File: config.mk
export PLATFORM = sky130hd
export DESIGN_NAME = integer_alu_with_carry_top
export DESIGN_NICKNAME = d
export VERILOG_FILES = /design/src/hw/rtl/iawc_pkg.sv /design/src/hw/rtl/integer_alu_with_carry_top.sv
export VERILOG_INCLUDE_DIRS = /design/src /design/src/hw/rtl
export SDC_FILE = /design/constraint.sdc
export NUM_CORES = 2
export LEC_CHECK = 0
export BUFFER_PORTS_ARGS = -buffer_cell sky130_fd_sc_hd__buf_4
export CAP_MARGIN = 20
export CORE_ASPECT_RATIO = 0.8
export CORE_UTILIZATION = 40
export DETAILED_ROUTE_END_ITERATION = 10
export GPL_TIMING_DRIVEN = 1
export PLACE_DENSITY = 0.67
export SLEW_MARGIN = 20
export SYNTH_ARGS = -nofsm -noshare
export SYNTH_HDL_FRONTEND = slang
export SYNTH_SLANG_ARGS = --single-unit
File: constraint.sdc
create_clock -name clk -period 9 [get_ports clk]
set_input_delay 0.45 -clock clk [delete_from_list [all_inputs] [get_ports clk]]
set_output_delay 0.45 -clock clk [all_outputs]
set_load 0.02 [all_outputs]
File: src/hw/rtl/integer_alu_with_carry_top_defines.svh
// Assertion helpers for the integer ALU.
`ifndef INTEGER_ALU_WITH_CARRY_TOP_DEFINES_SVH
`define INTEGER_ALU_WITH_CARRY_TOP_DEFINES_SVH

`ifndef SYNTH
// same-cycle implication
`define IAWC_ASSERT_IMPLY(lbl, ck, rn, ante, cons) \
    lbl: assert property (@(posedge ck) disable iff (!rn) (ante) |-> (cons)) \
        else $error("iawc assertion failed");
// next-cycle implication
`define IAWC_ASSERT_NEXT(lbl, ck, rn, ante, cons) \
    lbl: assert property (@(posedge ck) disable iff (!rn) (ante) |=> (cons)) \
        else $error("iawc assertion failed");
`else
`define IAWC_ASSERT_IMPLY(lbl, ck, rn, ante, cons)
`define IAWC_ASSERT_NEXT(lbl, ck, rn, ante, cons)
`endif

`endif

File: src/hw/rtl/iawc_pkg.sv
package iawc_pkg;

    localparam int WordW    = 32;
    localparam int HalfW    = 16;
    localparam int PartW    = WordW + HalfW + 2;   // 33x17 signed partial product
    localparam int ShiftW   = 5;
    localparam int KindW    = 5;
    localparam int InDataW  = 72;
    localparam int OutDataW = 40;

    typedef enum logic [KindW-1:0] {
        OP_ADD    = 5'd0,
        OP_ADDC   = 5'd1,
        OP_RSUB   = 5'd2,
        OP_RSUBC  = 5'd3,
        OP_CMP    = 5'd4,
        OP_CMPU   = 5'd5,
        OP_MUL    = 5'd6,
        OP_MULH   = 5'd7,
        OP_MULHU  = 5'd8,
        OP_MULHSU = 5'd9,
        OP_OR     = 5'd10,
        OP_AND    = 5'd11,
        OP_XOR    = 5'd12,
        OP_ANDN   = 5'd13,
        OP_BSLL   = 5'd14,
        OP_BSRA   = 5'd15,
        OP_BSRL   = 5'd16,
        OP_SRA    = 5'd17,
        OP_SRC    = 5'd18,
        OP_SRL    = 5'd19,
        OP_SEXT   = 5'd20,
        OP_EQ     = 5'd21,
        OP_NE     = 5'd22,
        OP_LT     = 5'd23,
        OP_LE     = 5'd24,
        OP_GT     = 5'd25,
        OP_GE     = 5'd26
    } alu_op_t;

    // which word stage 3 hands out
    typedef enum logic [1:0] {
        SEL_MISC   = 2'd0,
        SEL_MUL_LO = 2'd1,
        SEL_MUL_HI = 2'd2
    } res_sel_t;

    typedef struct packed {
        logic [KindW-1:0] kind;
        logic [WordW-1:0] a;
        logic [WordW-1:0] b;
        logic             cin;
        logic             a_sx;   // sign extension bit of a for the multiplier
        logic             b_sx;
    } s1_pay_t;

    typedef struct packed {
        res_sel_t           sel;
        logic [WordW-1:0]   misc_res;
        logic               misc_cy;
        logic [PartW-1:0]   pp_lo;    // a times low half of b
        logic [PartW-1:0]   pp_hi;    // a times high half of b
    } s2_pay_t;

endpackage

File: src/hw/rtl/integer_alu_with_carry_top.sv
// Channel  | Ports            | Contents (low bit up)
// ---------+------------------+---------------------------------------------------
// in       | s_axis_t*        | tdata: operand_a, operand_b, carry_in, 7 zero bits
//          |                  | tuser: kind
// out      | m_axis_t*        | tdata: result, carry_out, negative, zero, 5 zero bits
//
// Three register stages: operand capture; execute (adder, shifter, logic, two 33x17
// partial products); partial product sum, result select and flags.
// A result passes through the capture, execute and result registers in order; one item
// per cycle is sustained while m_axis_tready stays high.
// rst_n is asynchronous and clears the stage valid bits only.
// Each stage holds while the next is full and stalled; tready back-propagates.
`include "integer_alu_with_carry_top_defines.svh"

module integer_alu_with_carry_top
(
    input  logic                           clk,
    input  logic                           rst_n,
    input  logic                           s_axis_tvalid,
    output logic                           s_axis_tready,
    input  logic [iawc_pkg::InDataW-1:0]   s_axis_tdata,  // operand_a, operand_b, carry_in
    input  logic [iawc_pkg::KindW-1:0]     s_axis_tuser,  // kind
    output logic                           m_axis_tvalid,
    input  logic                           m_axis_tready,
    output logic [iawc_pkg::OutDataW-1:0]  m_axis_tdata   // result, carry_out, negative, zero
);

    localparam int W = iawc_pkg::WordW;
    localparam int H = iawc_pkg::HalfW;
    localparam int P = iawc_pkg::PartW;

    logic valid1_reg, valid2_reg, valid3_reg;
    logic valid1_next, valid2_next, valid3_next;
    logic ready1, ready2, ready3;

    iawc_pkg::s1_pay_t s1_reg, s1_next;
    iawc_pkg::s2_pay_t s2_reg, s2_next;

    logic [W-1:0] result_reg, result_next;
    logic         carry_reg, carry_next;
    logic         neg_reg, neg_next;
    logic         zero_reg, zero_next;

    // ready chain
    assign ready3        = !valid3_reg || m_axis_tready;
    assign ready2        = !valid2_reg || ready3;
    assign ready1        = !valid1_reg || ready2;
    assign s_axis_tready = ready1;

    assign valid1_next = ready1 ? s_axis_tvalid : valid1_reg;
    assign valid2_next = ready2 ? valid1_reg    : valid2_reg;
    assign valid3_next = ready3 ? valid2_reg    : valid3_reg;

    // stage 1: capture
    always_comb
    begin
        s1_next.kind = s_axis_tuser;
        s1_next.a    = s_axis_tdata[W-1:0];
        s1_next.b    = s_axis_tdata[2*W-1:W];
        s1_next.cin  = s_axis_tdata[2*W];
        s1_next.a_sx = s_axis_tdata[W-1] &&
                       (s_axis_tuser == iawc_pkg::OP_MULH ||
                        s_axis_tuser == iawc_pkg::OP_MULHSU);
        s1_next.b_sx = s_axis_tdata[2*W-1] && (s_axis_tuser == iawc_pkg::OP_MULH);
    end

    // stage 2: execute
    logic [W:0]          sum;
    logic [W-1:0]        add_x, add_y;
    logic                add_c;
    logic                less_s, less_u;
    logic [4:0]          sh_n;
    logic                sh_fill;
    logic [2*W-1:0]      sh_wide;
    logic [W-1:0]        sh_mask;
    logic                sx_small;
    logic [4:0]          sx_n;
    logic [W-1:0]        sx_keep;
    logic                sx_sign;
    logic [W-1:0]        sx_res;
    logic signed [P-1:0] pp_lo;
    logic signed [P-1:0] pp_hi;
    logic [2*W-1:0]      prod;

    // product split on b; the halves are summed in stage 3
    assign pp_lo = $signed({s1_reg.a_sx, s1_reg.a}) * $signed({1'b0, s1_reg.b[H-1:0]});
    assign pp_hi = $signed({s1_reg.a_sx, s1_reg.a}) * $signed({s1_reg.b_sx, s1_reg.b[W-1:H]});

    always_comb
    begin
        add_x = s1_reg.a;
        add_y = s1_reg.b;
        add_c = 1'b0;
        unique case (iawc_pkg::alu_op_t'(s1_reg.kind))
            iawc_pkg::OP_ADDC:
                add_c = s1_reg.cin;
            iawc_pkg::OP_RSUB:
            begin
                add_x = ~s1_reg.a;
                add_c = 1'b1;
            end
            iawc_pkg::OP_RSUBC:
            begin
                add_x = ~s1_reg.a;
                add_c = s1_reg.cin;
            end
            iawc_pkg::OP_CMP, iawc_pkg::OP_CMPU:
            begin
                add_y = ~s1_reg.b;
                add_c = 1'b1;
            end
            default:
                add_c = 1'b0;
        endcase
        sum = {1'b0, add_x} + {1'b0, add_y} + {{W{1'b0}}, add_c};
    end

    assign less_s = $signed(s1_reg.a) < $signed(s1_reg.b);
    assign less_u = s1_reg.a < s1_reg.b;

    // right shifts: single-bit kinds shift by one
    always_comb
    begin
        if (s1_reg.kind == iawc_pkg::OP_BSRA || s1_reg.kind == iawc_pkg::OP_BSRL)
            sh_n = s1_reg.b[iawc_pkg::ShiftW-1:0];
        else
            sh_n = 5'd1;
        if (s1_reg.kind == iawc_pkg::OP_BSRA || s1_reg.kind == iawc_pkg::OP_SRA)
            sh_fill = s1_reg.a[W-1];
        else if (s1_reg.kind == iawc_pkg::OP_SRC)
            sh_fill = s1_reg.cin;
        else
            sh_fill = 1'b0;
    end

    assign sh_wide = {{W{sh_fill}}, s1_reg.a} >> sh_n;
    assign sh_mask = ~({W{1'b1}} << sh_n);

    // sign extend from width b
    assign sx_small = (s1_reg.b[W-1:iawc_pkg::ShiftW] == '0);
    assign sx_n     = s1_reg.b[iawc_pkg::ShiftW-1:0];
    assign sx_keep  = ~({W{1'b1}} << sx_n);
    assign sx_sign  = s1_reg.a[sx_n - 5'd1];

    always_comb
    begin
        if (!sx_small)
            sx_res = s1_reg.a;
        else if (sx_n == 5'd0)
            sx_res = '0;
        else if (sx_sign)
            sx_res = s1_reg.a | ~sx_keep;
        else
            sx_res = s1_reg.a & sx_keep;
    end

    always_comb
    begin
        s2_next.sel      = iawc_pkg::SEL_MISC;
        s2_next.misc_res = '0;
        s2_next.misc_cy  = 1'b0;
        s2_next.pp_lo    = pp_lo;
        s2_next.pp_hi    = pp_hi;
        unique case (iawc_pkg::alu_op_t'(s1_reg.kind))
            iawc_pkg::OP_ADD, iawc_pkg::OP_ADDC, iawc_pkg::OP_RSUB, iawc_pkg::OP_RSUBC:
            begin
                s2_next.misc_res = sum[W-1:0];
                s2_next.misc_cy  = sum[W];
            end
            iawc_pkg::OP_CMP:
            begin
                s2_next.misc_res = {less_s, sum[W-2:0]};
                s2_next.misc_cy  = sum[W];
            end
            iawc_pkg::OP_CMPU:
            begin
                s2_next.misc_res = {less_u, sum[W-2:0]};
                s2_next.misc_cy  = sum[W];
            end
            iawc_pkg::OP_MUL:
                s2_next.sel = iawc_pkg::SEL_MUL_LO;
            iawc_pkg::OP_MULH, iawc_pkg::OP_MULHU, iawc_pkg::OP_MULHSU:
                s2_next.sel = iawc_pkg::SEL_MUL_HI;
            iawc_pkg::OP_OR:   s2_next.misc_res = s1_reg.a | s1_reg.b;
            iawc_pkg::OP_AND:  s2_next.misc_res = s1_reg.a & s1_reg.b;
            iawc_pkg::OP_XOR:  s2_next.misc_res = s1_reg.a ^ s1_reg.b;
            iawc_pkg::OP_ANDN: s2_next.misc_res = s1_reg.a & ~s1_reg.b;
            iawc_pkg::OP_BSLL:
                s2_next.misc_res = s1_reg.a << s1_reg.b[iawc_pkg::ShiftW-1:0];
            iawc_pkg::OP_BSRA, iawc_pkg::OP_BSRL, iawc_pkg::OP_SRA,
            iawc_pkg::OP_SRC, iawc_pkg::OP_SRL:
            begin
                s2_next.misc_res = sh_wide[W-1:0];
                s2_next.misc_cy  = |(s1_reg.a & sh_mask);
            end
            iawc_pkg::OP_SEXT: s2_next.misc_res = sx_res;
            iawc_pkg::OP_EQ:   s2_next.misc_res = {{(W-1){1'b0}}, s1_reg.a == s1_reg.b};
            iawc_pkg::OP_NE:   s2_next.misc_res = {{(W-1){1'b0}}, s1_reg.a != s1_reg.b};
            iawc_pkg::OP_LT:   s2_next.misc_res = {{(W-1){1'b0}}, less_u};
            iawc_pkg::OP_LE:   s2_next.misc_res = {{(W-1){1'b0}}, !(s1_reg.a > s1_reg.b)};
            iawc_pkg::OP_GT:   s2_next.misc_res = {{(W-1){1'b0}}, s1_reg.a > s1_reg.b};
            iawc_pkg::OP_GE:   s2_next.misc_res = {{(W-1){1'b0}}, !less_u};
            default:
            begin
                s2_next.misc_res = '0;
                s2_next.misc_cy  = 1'b0;
            end
        endcase
    end

    // stage 3: product sum modulo 2^64, select and flags
    assign prod = {{(2*W-P){s2_reg.pp_lo[P-1]}}, s2_reg.pp_lo}
                + {s2_reg.pp_hi[2*W-H-1:0], {H{1'b0}}};

    always_comb
    begin
        unique case (s2_reg.sel)
            iawc_pkg::SEL_MUL_LO:
            begin
                result_next = prod[W-1:0];
                carry_next  = 1'b0;
            end
            iawc_pkg::SEL_MUL_HI:
            begin
                result_next = prod[2*W-1:W];
                carry_next  = 1'b0;
            end
            default:
            begin
                result_next = s2_reg.misc_res;
                carry_next  = s2_reg.misc_cy;
            end
        endcase
        neg_next  = result_next[W-1];
        zero_next = (result_next == '0);
    end

    always_ff @(posedge clk or negedge rst_n)
    begin
        if (!rst_n)
        begin
            valid1_reg <= 1'b0;
            valid2_reg <= 1'b0;
            valid3_reg <= 1'b0;
        end
        else
        begin
            valid1_reg <= valid1_next;
            valid2_reg <= valid2_next;
            valid3_reg <= valid3_next;
        end
    end

    always_ff @(posedge clk)
    begin
        if (ready1 && s_axis_tvalid)
            s1_reg <= s1_next;
        if (ready2 && valid1_reg)
            s2_reg <= s2_next;
        if (ready3 && valid2_reg)
        begin
            result_reg <= result_next;
            carry_reg  <= carry_next;
            neg_reg    <= neg_next;
            zero_reg   <= zero_next;
        end
    end

    assign m_axis_tvalid = valid3_reg;
    assign m_axis_tdata  = {5'b0, zero_reg, neg_reg, carry_reg, result_reg};

    `IAWC_ASSERT_NEXT(a_s2_hold, clk, rst_n, valid2_reg && !ready3, valid2_reg)
    `IAWC_ASSERT_IMPLY(a_empty_ready, clk, rst_n, !valid1_reg, s_axis_tready)
    `IAWC_ASSERT_IMPLY(a_zero_flag, clk, rst_n, valid3_reg, zero_reg == (result_reg == '0))
    `IAWC_ASSERT_IMPLY(a_neg_flag, clk, rst_n, valid3_reg, neg_reg == result_reg[W-1])
    `IAWC_ASSERT_NEXT(a_mul_no_carry, clk, rst_n, valid2_reg && ready3 && s2_reg.sel != iawc_pkg::SEL_MISC, !carry_reg)

endmodule
==> impl_summary.md <==
Status
The flow ran to the end, but the final reports show violations. The final reports fail on design-rule violations.

Global route
The total global routing overflow is 0. The first-pass GRT wire length is between 300 and 400 mm. Entering global routing, the biggest net connects 70 pins. The overall track demand over capacity in global routing is slightly above 30%.

The number of antenna violations at the first check in global routing is 10. The via count of the first global-routing pass came to ~50k.

Routing
The total via count after detailed routing is a little under 50k. For this run, design rule violations remaining after detail routing come to 24. The post-detailed-route via-to-cell ratio is slightly below 6. The iteration count of the initial detailed-routing pass is 9. After detailed routing, the total wire length is about 220 mm. Dividing the detail-routed wire length by the instance count gives 25.94 microns. The detail route stage leaves a number of antenna-violating nets equal to 0.

The number of DRC violations after detailed-routing iteration 0 is about 5.8k.

Yosys
In the synthesized netlist the dominant register cell turns out to be sky130_fd_sc_hd__edfxtp_1. The share of synthesized registers carrying an async set or reset is 1.240%. The synthesized design devotes to its leading area cell type between 30% and 40% of total area. The netlist area before placement is roughly 57,000 sq um. Synthesis instantiated 100 different standard cells from the library. Of all cell types, the one taking the most synthesized area is sky130_fd_sc_hd__fa_1.

Dividing the synthesized area by the synthesized cell count gives 8.775 sq um. Summing the sequential cell areas from Yosys gives between 10% and 20% of the chip area. The synthesis warning total is 0. Synthesis inferred between 200 and 250 register bits. The number of enable-type register cells in the synthesized netlist is ~240.

After synthesis, the cell types taking the most area are sky130_fd_sc_hd__fa_1, sky130_fd_sc_hd__edfxtp_1, sky130_fd_sc_hd__ha_1, sky130_fd_sc_hd__inv_1, sky130_fd_sc_hd__nand2_1. Counting every instance in the synthesized netlist gives about 6.5k.

Floorplan
The die is approximately 420 microns wide. The floorplan has 123 rows. The die is approximately 340 microns tall. The core area is 141,000 sq um.

The initial cell density of the core is around two fifths. The floorplan step defined a die boundary enclosing 143,900 sq um. The number of placed I/O pins is 123.

Placement
The global placement routability congestion is between 1 and 1.5. The HPWL after detailed placement is about 170 mm. The number of I/O port buffers is 110. The number of placed instances, taps included, is 8,293.

Clocking
After clock tree synthesis, the clock-pin slew on the worst setup and hold paths is approximately 0.060 ns. CTS placed an instance of sky130_fd_sc_hd__clkbuf_16 at the clock tree root. The maximum level of the CTS H-tree is 1.

The number of resized instances in the post-cts repair step is 0. TritonCTS built the clock tree. TritonCTS created 28 clock buffers. Post-CTS timing repair inserted 0 buffers for setup. The number of clock sinks is approximately 240. The clock latency on the worst-skew pair is slightly below 0.7 ns. The maximum count of clock buffers along a single path is 3.

Finish
The filler cell count in the final layout is 13.85k. The footprint of the flip-flops and latches is 7252 sq um. The multi-input combinational cells in the finished layout cover a total of between 40,000 and 50,000 sq um. The net count of the finished layout is around 8k. Of the cells placed in the final design, the portion with a size suffix greater than 1 is under 10%.

From synthesis to final layout, the design area changed by 8.548%. In the layout the commonest cells are sky130_fd_sc_hd__inv_1, sky130_fd_sc_hd__fa_1, sky130_fd_sc_hd__nand2_1, sky130_fd_sc_hd__nor2_1, sky130_fd_sc_hd__ha_1. The final cell count without fillers is 8,417. The number of flip-flops under the largest register name is 133.

Leaving out fill and tap cells, the most frequent cell in the layout is sky130_fd_sc_hd__inv_1.

Timing
The worst path uses roughly nine tenths of the clock period. Setup repair after global routing left no endpoint under its margin. In this run the tightest slew margin relative to its limit is between 20 and 30%.

The final sum of negative setup slack is 0 ns. The count of pins over their slew limit is 0. The final setup skew is ~0.050 ns.

The maximum operating frequency is between 100 and 150 MHz. At the pin with the least slew margin, the transition time is approximately 1.1 ns. The count of final hold-check violations is 0.

The clock period could shrink to 8.210 ns. Setup violations remaining at the end of the flow were counted as 0.

Critical path
The highest net fanout along the worst path is 10. The worst setup path is of the reg -> reg kind. The kind of capture point of the worst setup path is a flop.

Counting cells, the worst reg-to-reg path comes to 25. The worst endpoint data arrival time is around 8.6 ns. Data on the critical path is required at its endpoint by roughly 9.4 ns. The nature of the critical path startpoint is a flop.

In this run the critical register-to-register path is captured at s2_reg[97]. The startpoint identified for the worst register-to-register timing path is s1_reg[50]. Across all register-to-register paths, the minimum setup slack is 0.79 ns.

Worst hold path
The critical hold path startpoint is s_axis_tdata[18]. The class of the tightest hold or removal check is in -> reg. The number of cells on the worst hold path is 1. The destination of the worst hold path is s1_reg[53].

Flow run
The tool flagged a number of max-cap violations equal to 0.
worst max-delay path, cell delays in order (launching register included):
cell,delay (ns)
sky130_fd_sc_hd__edfxtp_1,0.38
sky130_fd_sc_hd__inv_1,0.74
sky130_fd_sc_hd__buf_4,0.38
sky130_fd_sc_hd__nor2_1,0.09
sky130_fd_sc_hd__fa_1,0.51
sky130_fd_sc_hd__inv_1,0.05
sky130_fd_sc_hd__fa_1,0.48
sky130_fd_sc_hd__fa_1,0.52
sky130_fd_sc_hd__inv_1,0.05
sky130_fd_sc_hd__fa_1,0.46
sky130_fd_sc_hd__fa_1,0.51
sky130_fd_sc_hd__inv_1,0.05
sky130_fd_sc_hd__fa_1,0.48
sky130_fd_sc_hd__inv_1,0.04
sky130_fd_sc_hd__ha_1,0.34
sky130_fd_sc_hd__a21o_1,0.20
sky130_fd_sc_hd__a21o_1,0.17
sky130_fd_sc_hd__a21o_1,0.17
sky130_fd_sc_hd__a21o_1,0.19
sky130_fd_sc_hd__a21o_1,0.21
sky130_fd_sc_hd__o21ai_1,0.32
sky130_fd_sc_hd__nand2_1,0.21
sky130_fd_sc_hd__a2111oi_0,0.69
sky130_fd_sc_hd__nor3_1,0.19
sky130_fd_sc_hd__a221oi_1,0.42
sky130_fd_sc_hd__xnor2_1,0.10
synthesized netlist by cell type, types with 21 or more instances:
master / count
sky130_fd_sc_hd__inv_1: 1234
sky130_fd_sc_hd__fa_1: 1028
sky130_fd_sc_hd__nand2_1: 850
sky130_fd_sc_hd__nor2_1: 630
sky130_fd_sc_hd__ha_1: 414
sky130_fd_sc_hd__a21oi_1: 267
sky130_fd_sc_hd__edfxtp_1: 239
sky130_fd_sc_hd__clkbuf_1: 227
sky130_fd_sc_hd__xnor2_1: 199
sky130_fd_sc_hd__o21ai_0: 190
sky130_fd_sc_hd__buf_1: 117
sky130_fd_sc_hd__mux2i_1: 83
sky130_fd_sc_hd__a21o_1: 69
sky130_fd_sc_hd__xor2_1: 65
sky130_fd_sc_hd__a31oi_1: 54
sky130_fd_sc_hd__nand3_1: 52
sky130_fd_sc_hd__o211ai_1: 44
sky130_fd_sc_hd__nor3_1: 41
sky130_fd_sc_hd__and2_1: 36
sky130_fd_sc_hd__o21a_1: 36
sky130_fd_sc_hd__nand4_1: 34
sky130_fd_sc_hd__and3_1: 31
sky130_fd_sc_hd__nand2b_1: 30
sky130_fd_sc_hd__a211oi_1: 29
sky130_fd_sc_hd__a221oi_1: 29
sky130_fd_sc_hd__buf_2: 28
sky130_fd_sc_hd__nor2b_1: 28
sky130_fd_sc_hd__o221ai_1: 28
sky130_fd_sc_hd__o21ai_1: 26
sky130_fd_sc_hd__clkinv_1: 25
sky130_fd_sc_hd__mux4_2: 25
sky130_fd_sc_hd__o21bai_1: 24
sky130_fd_sc_hd__nor4_1: 21
stage by stage:
stage / hold slack [ns] / worst slack (ns) / area [sq um] / util, %
after floorplan: 0.1544 / 1.415 / 56970 / -
after global placement: 0.2413 / 1.074 / 60150 / 42.67
after detailed placement: 0.2431 / 1.002 / 60160 / 42.67
after CTS: 0.001981 / 1.006 / 61810 / 43.84
after global routing: 0.006049 / 0.6619 / 61810 / 43.84
final: 0.01448 / 0.7901 / 61820 / 43.85
final cells by class:
class | instances | share of cell area, %
sequential | 242 | 11.73
multi-input combinational | 4603 | 70.33
timing repair buffer | 376 | 4.886
tap | 1875 | 3.795
clock buffer | 31 | 1.152
inverter | 1266 | 7.687
antenna | 5 | 0.02024
clock inverter | 19 | 0.4028
cell families after synthesis:
| kind of cell | synth area share [%] |
|---|---|
| flops | 12.73 |
| xor+xnor | 4.060 |
| mux | 2.606 |
| other cells | 0.006584 |
| compound gates | 11.07 |
| fa+ha+maj | 45.23 |
| simple gates | 13.29 |
| buf+inv | 11.00 |
routing by layer:
| metal | GRT usage (%) | part of all wire [%] | vias up | wire [microns] |
|---|---|---|---|---|
| met2 | 43.75 | 41 | 3080 | 89530 |
| met5 | 0 | 0.013 | - | 28 |
| met4 | 15.20 | 6.0 | 4 | 13090 |
| met1 | 41.59 | 40 | 24480 | 87470 |
| li1 | - | - | 20500 | - |
| met3 | 8.580 | 13 | 590 | 28230 |
repair_timing:
item,in CTS,in global routing
setup endpoints to repair,0,0
hold buffers,69,0
hold endpoints to repair,71,0
worst max path at each step:
| stage | depth (start not counted) | endpoint | start |
|---|---|---|---|
| after floorplan | 28 | s2_reg[97] | s1_reg[7] |
| after global placement | 25 | s2_reg[97] | s1_reg[50] |
| after detailed placement | 25 | s2_reg[97] | s1_reg[50] |
| after CTS | 25 | s2_reg[97] | s1_reg[50] |
| after global routing | 24 | s2_reg[97] | s1_reg[46] |
| final | 25 | s2_reg[97] | s1_reg[50] |
Power is not shown: default switching activity piles up to over one toggle a cycle in this logic, so the estimate is an artifact.
